[config.mk]
export PLATFORM = sky130hd
export DESIGN_NAME = ascii_frame_deframer_top_flat
export DESIGN_NICKNAME = d
export VERILOG_FILES = /design/src/hw/rtl/afd_pkg.sv /design/src/hw/rtl/afd_byte_if.sv /design/src/hw/rtl/afd_event_if.sv /design/src/hw/rtl/ascii_frame_deframer_top.sv /design/src/hw/rtl/afd_decode.sv /design/src/flat_wrapper.sv
export SDC_FILE = /design/constraint.sdc
export NUM_CORES = 1
export LEC_CHECK = 0
export ABC_AREA = 1
export BUFFER_PORTS_ARGS = -buffer_cell sky130_fd_sc_hd__buf_2
export CORE_MARGIN = 3
export CORE_UTILIZATION = 45
export CTS_BUF_LIST = sky130_fd_sc_hd__clkbuf_16
export DETAILED_ROUTE_END_ITERATION = 16
export GPL_TIMING_DRIVEN = 0
export PLACE_DENSITY_LB_ADDON = 0.12
export SLEW_MARGIN = 15
export SYNTH_ARGS = -nofsm -noshare
export SYNTH_HDL_FRONTEND = slang
export SYNTH_HIERARCHICAL = 1
export SYNTH_SLANG_ARGS = --single-unit
[constraint.sdc]
create_clock -name clk -period 3.2 [get_ports clk]
set_input_delay 0.16 -clock clk [delete_from_list [all_inputs] [get_ports clk]]
set_output_delay 0.16 -clock clk [all_outputs]
set_load 0.03 [all_outputs]
[src/hw/rtl/afd_pkg.sv]
// ----------------------------------------------------------------------------
// ASCII frame deframer package
// Parser modes, event codes, character constants and the result record
// shared by the deframer modules.
// ----------------------------------------------------------------------------
package afd_pkg;

  localparam int DEFAULT_BUFFER_DEPTH = 256;

  typedef enum logic [1:0] {
    MODE_IDLE     = 2'd0,
    MODE_COLLECT  = 2'd1,
    MODE_WAIT_LF  = 2'd2,
    MODE_COMPLETE = 2'd3
  } mode_t;

  typedef enum logic [3:0] {
    EV_SKIPPED  = 4'd0,
    EV_START    = 4'd1,
    EV_STORED   = 4'd2,
    EV_BAD      = 4'd3,
    EV_CR       = 4'd4,
    EV_COMPLETE = 4'd5,
    EV_NO_LF    = 4'd6,
    EV_OVERFLOW = 4'd7,
    EV_IGNORED  = 4'd8
  } event_t;

  localparam logic [7:0] CH_COLON = 8'h3A;
  localparam logic [7:0] CH_ZERO  = 8'h30;
  localparam logic [7:0] CH_NINE  = 8'h39;
  localparam logic [7:0] CH_UPA   = 8'h41;
  localparam logic [7:0] CH_UPF   = 8'h46;
  localparam logic [7:0] CH_CR    = 8'h0D;
  localparam logic [7:0] CH_LF    = 8'h0A;

  typedef struct packed {
    event_t     ev;
    logic [7:0] char_out;
    logic [7:0] char_index;
    logic [7:0] frame_length;
  } result_t;

endpackage

[src/hw/rtl/afd_byte_if.sv]
// ----------------------------------------------------------------------------
// Received byte channel
// Valid/ready channel that carries one received character per request.
// ----------------------------------------------------------------------------
interface afd_byte_if;
  logic       valid;
  logic       ready;
  logic [7:0] rx_byte;

  modport source (output valid, output rx_byte, input ready);
  modport sink   (input valid, input rx_byte, output ready);
endinterface

[src/hw/rtl/afd_event_if.sv]
// ----------------------------------------------------------------------------
// Deframer event channel
// Valid/ready channel that carries one parser event per request.
// ----------------------------------------------------------------------------
interface afd_event_if;
  logic       valid;
  logic       ready;
  logic [3:0] event_res;
  logic [7:0] char_out;
  logic [7:0] char_index;
  logic [7:0] frame_length;

  modport source (output valid, output event_res, output char_out,
                  output char_index, output frame_length, input ready);
  modport sink   (input valid, input event_res, input char_out,
                  input char_index, input frame_length, output ready);
endinterface

[src/hw/rtl/ascii_frame_deframer_top.sv]
// ----------------------------------------------------------------------------
// ASCII frame deframer
// Tracks colon-started, CR LF terminated hex frames one byte at a time and
// reports one event per received byte.
// ----------------------------------------------------------------------------
//
//  Channel   Dir  Payload                                        Per request
//  rx_ch     in   rx_byte                                        one byte
//  ev_ch     out  event_res, char_out, char_index, frame_length  one event
//
// Each byte is captured in an input register, decoded against the parser
// mode and character count, and the event lands in the output register,
// from which it is offered on the event channel; a byte can be accepted every
// cycle while the event channel takes events. The mode and count update is
// a loop in the decode stage, which sets the rate at one byte per cycle.
// Reset (rst, synchronous) empties both registers, puts the parser in idle
// and clears the count. A stall on the event side holds the output register
// and backs up into the input register; bytes keep flowing until both are
// full.
module ascii_frame_deframer_top #(
  parameter int BUFFER_DEPTH = afd_pkg::DEFAULT_BUFFER_DEPTH
) (
  input logic         clk,
  input logic         rst,
  afd_byte_if.sink    rx_ch,
  afd_event_if.source ev_ch
);
  import afd_pkg::*;

  localparam int CW = $clog2(BUFFER_DEPTH);

  // Input register.
  logic       in_valid;
  logic [7:0] in_byte;

  // Parser state.
  mode_t         mode;
  mode_t         mode_next;
  logic [CW-1:0] count;
  logic [CW-1:0] count_next;

  // Output register.
  logic    out_valid;
  result_t out_res;
  result_t dec_res;

  logic out_load;

  // The output register can take a new event when it is empty or its
  // current event is being taken this cycle.
  assign out_load    = in_valid && (!out_valid || ev_ch.ready);
  assign rx_ch.ready = !in_valid || out_load;

  afd_decode #(
    .BUFFER_DEPTH(BUFFER_DEPTH)
  ) u_decode (
    .mode       (mode),
    .count      (count),
    .rx_byte    (in_byte),
    .mode_next  (mode_next),
    .count_next (count_next),
    .res        (dec_res)
  );

  always_ff @(posedge clk) begin
    if (rst) begin
      in_valid <= 1'b0;
    end else if (rx_ch.ready) begin
      in_valid <= rx_ch.valid;
    end
  end

  always_ff @(posedge clk) begin
    if (rx_ch.ready && rx_ch.valid) begin
      in_byte <= rx_ch.rx_byte;
    end
  end

  // The parser state advances exactly when a decoded event is committed.
  always_ff @(posedge clk) begin
    if (rst) begin
      mode      <= MODE_IDLE;
      count     <= '0;
      out_valid <= 1'b0;
    end else begin
      if (out_load) begin
        mode      <= mode_next;
        count     <= count_next;
        out_valid <= 1'b1;
      end else if (ev_ch.ready) begin
        out_valid <= 1'b0;
      end
    end
  end

  always_ff @(posedge clk) begin
    if (out_load) begin
      out_res <= dec_res;
    end
  end

  assign ev_ch.valid        = out_valid;
  assign ev_ch.event_res    = out_res.ev;
  assign ev_ch.char_out     = out_res.char_out;
  assign ev_ch.char_index   = out_res.char_index;
  assign ev_ch.frame_length = out_res.frame_length;

endmodule

[src/hw/rtl/afd_decode.sv]
// ----------------------------------------------------------------------------
// Deframer decode
// Classifies one character against the current parser mode and count and
// produces the event and the next mode and count.
// ----------------------------------------------------------------------------
module afd_decode #(
  parameter int BUFFER_DEPTH = afd_pkg::DEFAULT_BUFFER_DEPTH,
  localparam int CW = $clog2(BUFFER_DEPTH)
) (
  input  afd_pkg::mode_t   mode,
  input  logic [CW-1:0]    count,
  input  logic [7:0]       rx_byte,
  output afd_pkg::mode_t   mode_next,
  output logic [CW-1:0]    count_next,
  output afd_pkg::result_t res
);
  import afd_pkg::*;

  localparam logic [CW-1:0] CNT_MAX = CW'(BUFFER_DEPTH - 1);

  logic          is_hex;
  logic [CW+7:0] count_ext;

  assign is_hex = ((rx_byte >= CH_ZERO) && (rx_byte <= CH_NINE)) ||
                  ((rx_byte >= CH_UPA) && (rx_byte <= CH_UPF));
  // Index and length are reported modulo 256 for deep buffers.
  assign count_ext = {8'b0, count};

  always_comb begin
    mode_next        = mode;
    count_next       = count;
    res.ev           = EV_SKIPPED;
    res.char_out     = '0;
    res.char_index   = '0;
    res.frame_length = '0;
    // The overflow check wins over everything, a colon included.
    if (count >= CNT_MAX) begin
      res.ev     = EV_OVERFLOW;
      mode_next  = MODE_IDLE;
      count_next = '0;
    end else if (rx_byte == CH_COLON) begin
      res.ev     = EV_START;
      mode_next  = MODE_COLLECT;
      count_next = '0;
    end else begin
      case (mode)
        MODE_IDLE: begin
          res.ev = EV_SKIPPED;
        end
        MODE_COLLECT: begin
          if (rx_byte == CH_CR) begin
            res.ev    = EV_CR;
            mode_next = MODE_WAIT_LF;
          end else if (is_hex) begin
            res.ev         = EV_STORED;
            res.char_out   = rx_byte;
            res.char_index = count_ext[7:0];
            count_next     = count + 1'b1;
          end else begin
            res.ev     = EV_BAD;
            mode_next  = MODE_IDLE;
            count_next = '0;
          end
        end
        MODE_WAIT_LF: begin
          if (rx_byte == CH_LF) begin
            res.ev           = EV_COMPLETE;
            res.frame_length = count_ext[7:0];
            mode_next        = MODE_COMPLETE;
          end else begin
            res.ev    = EV_NO_LF;
            mode_next = MODE_IDLE;
          end
          count_next = '0;
        end
        default: begin
          res.ev = EV_IGNORED;
        end
      endcase
    end
  end

endmodule
[src/flat_wrapper.sv]
// flat-port wrapper written by rule: the top's interface ports become plain ports
module ascii_frame_deframer_top_flat import afd_pkg::*;
#(
  parameter int BUFFER_DEPTH = afd_pkg::DEFAULT_BUFFER_DEPTH
)
  (clk, rst, rx_ch_valid, rx_ch_rx_byte, rx_ch_ready, ev_ch_valid, ev_ch_event_res, ev_ch_char_out, ev_ch_char_index, ev_ch_frame_length, ev_ch_ready);
  afd_byte_if rx_ch_i ();
  afd_event_if ev_ch_i ();
  input logic clk;
  input logic rst;
  input wire logic [$bits(rx_ch_i.valid)-1:0] rx_ch_valid;
  input wire logic [$bits(rx_ch_i.rx_byte)-1:0] rx_ch_rx_byte;
  output wire logic [$bits(rx_ch_i.ready)-1:0] rx_ch_ready;
  output wire logic [$bits(ev_ch_i.valid)-1:0] ev_ch_valid;
  output wire logic [$bits(ev_ch_i.event_res)-1:0] ev_ch_event_res;
  output wire logic [$bits(ev_ch_i.char_out)-1:0] ev_ch_char_out;
  output wire logic [$bits(ev_ch_i.char_index)-1:0] ev_ch_char_index;
  output wire logic [$bits(ev_ch_i.frame_length)-1:0] ev_ch_frame_length;
  input wire logic [$bits(ev_ch_i.ready)-1:0] ev_ch_ready;
  assign rx_ch_i.valid = rx_ch_valid;
  assign rx_ch_i.rx_byte = rx_ch_rx_byte;
  assign rx_ch_ready = rx_ch_i.ready;
  assign ev_ch_valid = ev_ch_i.valid;
  assign ev_ch_event_res = ev_ch_i.event_res;
  assign ev_ch_char_out = ev_ch_i.char_out;
  assign ev_ch_char_index = ev_ch_i.char_index;
  assign ev_ch_frame_length = ev_ch_i.frame_length;
  assign ev_ch_i.ready = ev_ch_ready;
  ascii_frame_deframer_top #(.BUFFER_DEPTH(BUFFER_DEPTH)) u_core (.clk(clk), .rst(rst), .rx_ch(rx_ch_i), .ev_ch(ev_ch_i));
endmodule
==> results of run 1 <==
[per-layer routing]
metal	track usage [%]	wire length, um
met1	23.47	2388
met2	24.09	1963
met3	3.273	240
met4	6.250	74
met5	0	0
[worst register-to-register path: stages (launching register included)]
cell,delay (ps)
dfxtp_1,410
inv_1,90
ha_1,310
inv_1,170
clkbuf_1,320
o21ai_0,140
a21oi_1,170
inv_1,70
nand3_2,70
nand2_1,50
nor2_1,80
[flip-flops by register name (all words and copies together) (netlist names)]
register,count
u_core/count,8
u_core/ev_ch.char_index,8
u_core/ev_ch.char_out,8
u_core/ev_ch.event_res,4
u_core/ev_ch.frame_length,8
u_core/ev_ch.valid,1
u_core/in_byte,8
u_core/in_valid,1
u_core/mode,2
[worst min path at each step]
stage / start / to / slack [ps]
finish: rx_ch_rx_byte[6] / u_core/in_byte[6] / 50
detailed placement: rx_ch_rx_byte[2] / u_core/in_byte[2] / 340
global placement: rx_ch_rx_byte[4] / u_core/in_byte[4] / 340
global route: rx_ch_rx_byte[2] / u_core/in_byte[2] / 50
floorplan: rst / u_core/ev_ch.valid / 230
CTS: rx_ch_rx_byte[7] / u_core/in_byte[7] / 50
[power groups by stage]
stage	Clock, mW	Sequential, mW	Combinational (mW)
2_1_floorplan	0	0.755	0.112
3_3_place_gp	0	0.736	0.174
3_5_place_dp	0	0.736	0.181
4_1_cts	0.580	0.723	0.182
5_1_grt	0.608	0.726	0.207
6_report	0.566	0.723	0.182
[cell usage after synthesis]
master	count	area share [%]
inv_1	36	5.5
clkbuf_1	2	0.30
nor2_4	4	1.8
a22oi_1	1	0.30
a31oi_2	1	0.51
o21ai_0	11	2.2
nand2_2	2	0.51
nor2_1	40	6.1
buf_4	4	1.2
ha_1	4	2.0
dfxtp_1	12	9.7
a21oi_1	21	4.3
o21bai_1	2	0.61
nor3_1	3	0.61
nor4_1	1	0.25
conb_1	1	0.15
buf_6	2	0.91
inv_2	1	0.15
nand2_1	61	9.3
nor3_2	1	0.41
o211ai_1	1	0.30
a31o_2	1	0.36
nand3_2	10	4.1
nand3_1	14	2.8
edfxtp_1	36	44
buf_2	1	0.20
or2_2	1	0.25
nand4_1	3	0.76
o21a_1	1	0.30
clkinv_1	1	0.15
[through the flow]
| step | std cells | hold slack, ps | cell area, um2 | worst slack, ps | total power [mW] |
|---|---|---|---|---|---|
| finish | 399 | 50.05 | 2959 | 1279 | 1.471 |
| global route | 399 | 45.14 | 2959 | 1102 | 1.541 |
| global placement | 390 | 336.5 | 2758 | 140.9 | 0.9102 |
| detailed placement | 391 | 338.1 | 2796 | 1309 | 0.9173 |
| CTS | 399 | 45.32 | 2959 | 1300 | 1.485 |
| floorplan | 279 | 229.1 | 2465 | 828.3 | 0.8671 |
[layout make-up]
cell class                 instances  area, um2
timing repair buffer              42      232.7
buffer                             9      65.06
inverter                          38      142.6
fill                             497       2246
clock buffer                       5      125.1
tap                               70      87.58
clock inverter                     3      37.54
multi-input combinational        184      947.2
sequential                        48       1321
[kinds of logic after synthesis]
logic type               count (synthesis)  synth area share (%)
AND/OR/NAND/NOR                        140                 26.90
flip-flops                              48                 53.60
other                                    1                0.1521
AO/OA/AOI/OAI                           39                 8.883
adder cells (fa/ha/maj)                  4                 2.031
buffers and inverters                   47                 8.426
==> out/results.tsv, run 1 <==
stage	metric	value	unit
status	outcome	complete, no violations	
synth	yosysUniqueCellTypes	30	
worst_setup_path	worstSetupPathType	reg -> reg	
sta	period_needed	1921	ps
global_route	grt_usage	16.31	%
routing	vias_per_cell	4.757	
worst_setup_path	crit_chain	inv_1 > ha_1 > inv_1 > clkbuf_1 > o21ai_0 > a21oi_1 > inv_1 > nand3_2 > nand2_1 > nor2_1	
placement	dp_hpwl	3425	um
worst_setup_path	crit_fanout	10	
layout	layout_commonest_cell	nand2_1	
sta	slew_violations	0	
routing	first_iter_violations	158	
worst_setup_path	end_kind	flop	
worst_setup_path	reg2reg_slack	1280	ps
synth	synthCells	279	
worst_setup_path	cp_slowest_cell	dfxtp_1	
global_route	overflow	0	
clock_tree	cts_setup_buffers	0	
layout	mostFrequentLayoutCells	nand2_1, buf_2, nor2_1	
routing	detail_route.wl_per_cell	11.70	um
sta	max_freq	0.5206	GHz
pwr	pwr-share-clk	38.5	%
sta	period_share	60.03	%
worst_setup_path	cp.arrival	2140	ps
floorplanning	io_pins	42	
synth	synth_area_per_cell	8.835	um2
synth	ys_seq_area_share	53.60	%
pwr	leakage	1.284	nW
clock_tree	cts-hold-fix-buffers	0	
pwr	switching_share	23.47	%
min_path	hp-class	in -> reg	
clock_tree	cts_made_buffers	5	
flow_run	drv_cap	0	
routing	wirelength	4667	um
layout	syn_to_final_growth	20.05	%
worst_setup_path	r2r_start	u_core/mode[0]	
worst_setup_path	cp-start-kind	flop	
worst_setup_path	crit_path_start	u_core/mode[0]	
routing	vias	1898	
clock_tree	clk_path_buf_depth	2	
synth	syn_nets	295	
synth	synth_warnings	6	
global_route	grt_pass1_wl	8121	um
clock_tree	clock_latency	280	ps
clock_tree	cts_tree	built	
clock_tree	cts-root-buf	clkbuf_16	
floorplanning	rows	26	
worst_setup_path	cp_num_buf_inv	4	
synth	netlist_area	2465	um2
sta	setup_violations	0	
global_route	antenna_found_initial	0	
routing	drc_errors	0	
pwr	ir_drop	0.2270	mV
floorplanning	die_y	80.01	um
layout	fin_util	56.85	%
worst_setup_path	cp_common_cell	inv_1	
worst_setup_path	crit_cells	10	
sta	fin_setup_tns	0	ps
clock_tree	cts_resized	0	
global_route	grt_max_degree	27	
worst_setup_path	r2r-end	u_core/count[4]	
clock_tree	cts_sinks	48	
layout	drive_gt1_share	23.40	%
clock_tree	h-tree-depth	2	
floorplanning	dieArea	6402	um2
placement	io_buffers	41	
synth	synth_seq_cells	48	
layout	diodes	0	
pwr	p_sw	345.3	uW
pwr	pwr-share-comb	12.4	%
sta	grt_setup_unrepaired	false	
floorplanning	die_w	80.01	um
pwr	p_seq_share	49.1	%
routing	drtPass1Iterations	4	
worst_setup_path	reg2reg_depth	10	
worst_setup_path	critical-path-max-stage-delay	410	ps
routing	detail-route-antenna-nets	0	
floorplanning	coreArea	5205	um2
sta	hold_viol	0	
placement	gp_congestion	0.8617	
floorplanning	initial_core_util	47.36	%
sta	clock-skew-final	3.424	ps
clock_tree	clk_pin_slew	60	ps
worst_setup_path	required	3420	ps
worst_setup_path	path_delay_family	buffers and inverters	
global_route	grt_pass1_vias	1751	
pwr	powerDensity	497.2	nW/um2
worst_setup_path	cp-endpoint	u_core/count[4]	
layout	final_nets	344	
pwr	p_int	1.126	mW
min_path	hold_depth	1	
No activity file was read; power rests on OpenSTA's default activity.
==> inputs of run 2 (changes only) <==
==> constraint.sdc (replaced) <==
create_clock -name clk -period 1.77 [get_ports clk]
set_input_delay 0.0885 -clock clk [delete_from_list [all_inputs] [get_ports clk]]
set_output_delay 0.0885 -clock clk [all_outputs]
set_load 0.03 [all_outputs]
==> run 2 against run 1 <==
Effect of this change:
- sequential power rose by 83%
- register-to-register slack got worse by 1300 ps
- clock-buffer cell count stayed put
- clock skew rose by 3.0 ps
- highest routed layer unchanged
- final cell count is 5.8% higher
- via count increased by 8.0%
- global-route usage shrank 0.051 points
- largest cell class unchanged
- wire length is 12% higher
- the flow now finishes with violations (negative setup slack)
- critical path depth is 2 higher
==> out/results.tsv, run 2 (synthesis results as in run 1) <==
stage	metric	value	unit	change
status	outcome	complete, but fails checks		
status	failed_checks	negative setup slack		
sta	slew_violations	0		unchanged
sta	setup_ws	-37.33	ps	-1316 ps
global_route	overflow	0		unchanged
pwr	ir_drop	0.4482	mV	+97%
sta	clock-skew-final	6.410	ps	+2.986 ps
clock_tree	cts_tree	built		
sta	grt_setup_unrepaired	true		
floorplanning	dieArea	6402	um2	unchanged
layout	final_nets	368		+7.0%
worst_setup_path	end_kind	flop		
placement	placed_cells	391		unchanged
floorplanning	rows	26		unchanged
global_route	grt_usage	16.26	%	-0.051 points
routing	detail_route.wl_per_cell	12.38	um	+5.9%
floorplanning	initial_core_util	47.36	%	unchanged
sta	period_share	102.1	%	+42 points
clock_tree	cts_made_buffers	5		unchanged
routing	first_iter_violations	149		-5.7%
routing	drc_errors	0		unchanged
layout	fill_cells	434		-13%
sta	max_freq	0.5533	GHz	+6.3%
routing	vias	2050		+8.0%
worst_setup_path	required	1990	ps	-1430 ps
clock_tree	clk_path_buf_depth	2		unchanged
floorplanning	die_w	80.01	um	unchanged
floorplanning	coreArea	5205	um2	unchanged
global_route	grt_pass1_vias	1747		-0.23%
worst_setup_path	cp.arrival	2030	ps	-110 ps
pwr	powerDensity	779.2	nW/um2	+57%
floorplanning	io_pins	42		unchanged
layout	final_cell_count_no_fill	422		+5.8%
layout	layout_commonest_cell	nand2_1		
layout	syn_to_final_growth	34.31	%	
sta	fin_setup_tns	-46.37	ps	-46.37 ps
clock_tree	cts-root-buf	clkbuf_16		
global_route	grt_max_degree	25		-7.4%
clock_tree	clock_latency	280	ps	about the same
layout	drive_gt1_share	38.64	%	+15 points
placement	dp_hpwl	3422	um	-0.11%
sta	period_needed	1807	ps	-113.6 ps
routing	wirelength	5225	um	+12%
floorplanning	die_y	80.01	um	unchanged
worst_setup_path	worstSetupPathType	reg -> reg		
clock_tree	cts_sinks	48		unchanged
sta	hold_viol	0		unchanged
clock_tree	h-tree-depth	2		unchanged
min_path	hp-class	in -> reg		
layout	mostFrequentLayoutCells	nand2_1, buf_2, nor2_1		
pwr	power	2.580	mW	+75%
flow_run	drv_cap	0		unchanged
worst_setup_path	cp-start-kind	flop		
routing	drtPass1Iterations	6		+2
global_route	grt_pass1_wl	8135	um	+0.17%
placement	io_buffers	41		unchanged
routing	detail-route-antenna-nets	0		unchanged
routing	vias_per_cell	4.858		+2.1%
sta	setup_violations	2		+2
layout	diodes	0		unchanged
clock_tree	clk_pin_slew	60	ps	about the same
placement	place_ws	-89.37	ps	-1398 ps
placement	gp_congestion	0.8720		+1.2%
global_route	antenna_found_initial	0		unchanged
worst_setup_path	crit_fanout	8		-2
pwr	leakage	1.437	nW	+12%
[run 2: changes by cell type in the layout (fill, tap and decap cells not counted), moves of 4 or more]
cell	change
a21oi_1	-4
buf_4	+14
a21oi_2	+4
dlygate4sd3_1	+9
nand2_1	-14
o21ai_0	-6
dfxtp_1	-5
inv_2	+7
nand2_2	+8
inv_1	-6
nand2_4	+5
dfxtp_2	+4
[run 2: worst max-delay path, cell delays in order, from the launching register on]
cell,delay (ps)
edfxtp_1,490
nand2_2,120
nor3_4,50
nand2_2,110
inv_2,60
nor2_4,250
buf_6,140
o21ai_1,70
a21oi_1,160
inv_1,70
nand3_2,70
nand2_1,40
nor2_1,100
[run 2: per-layer routing]
| metal | track usage (%) | share of wire (%) | vias to the layer above |
|---|---|---|---|
| met1 | 22.41 | 47 | 928 |
| met2 | 25.58 | 46 | 60 |
| met5 | 0 | 0 | - |
| met4 | 5.068 | 1.1 | 0 |
| met3 | 3.386 | 6.3 | 5 |
| li1 | - | - | 1057 |
[run 2: final timing paths]
| path | startpoint | endpoint | slack (ps) | cells past startpoint |
|---|---|---|---|---|
| worst max-delay path | u_core/in_byte[1] | u_core/count[4] | -40 | 12 |
| worst min-delay path | rx_ch_valid | u_core/in_valid | 50 | 3 |
| worst max register to register | u_core/in_byte[1] | u_core/count[4] | -40 | 12 |
| worst min register to register | u_core/count[1] | u_core/count[1] | 540 | 2 |
[run 2: cell type report]
class	instances	area (um2)	share of cell area [%]
Buffer	9	76.32	2.305
Clock buffer	5	125.1	3.779
Clock inverter	2	8.758	0.2645
Inverter	38	142.6	4.308
Multi-Input combinational cell	184	1097	33.14
Sequential cell	48	1330	40.17
Tap cell	70	87.58	2.645
Timing Repair Buffer	66	442.9	13.38
[run 2: through the flow]
| step | hold slack [ps] | cell area [um2] | util [%] |
|---|---|---|---|
| after floorplan | 157.6 | 2469 | - |
| after global placement | 265.6 | 2761 | 53.05 |
| after detailed placement | 266.6 | 2796 | 53.73 |
| after CTS | 51.65 | 3057 | 58.73 |
| after global routing | 68.88 | 3311 | 63.61 |
| final | 49.80 | 3311 | 63.61 |
[run 2: power breakdown]
part,switching (mW),total (mW),internal (mW)
clock,0.358,0.864,0.507
sequential,0.0528,1.32,1.26
combinational,0.241,0.399,0.158
total,0.652,2.58,1.93
[run 2: timing repair]
item,4_1_cts,5_1_grt
cloned,0,0
hold buffers,9,0
setup buffers,2,13
pin swaps,3,22
setup endpoints to repair,19,20
hold endpoints to repair,10,0
resized for setup,10,58
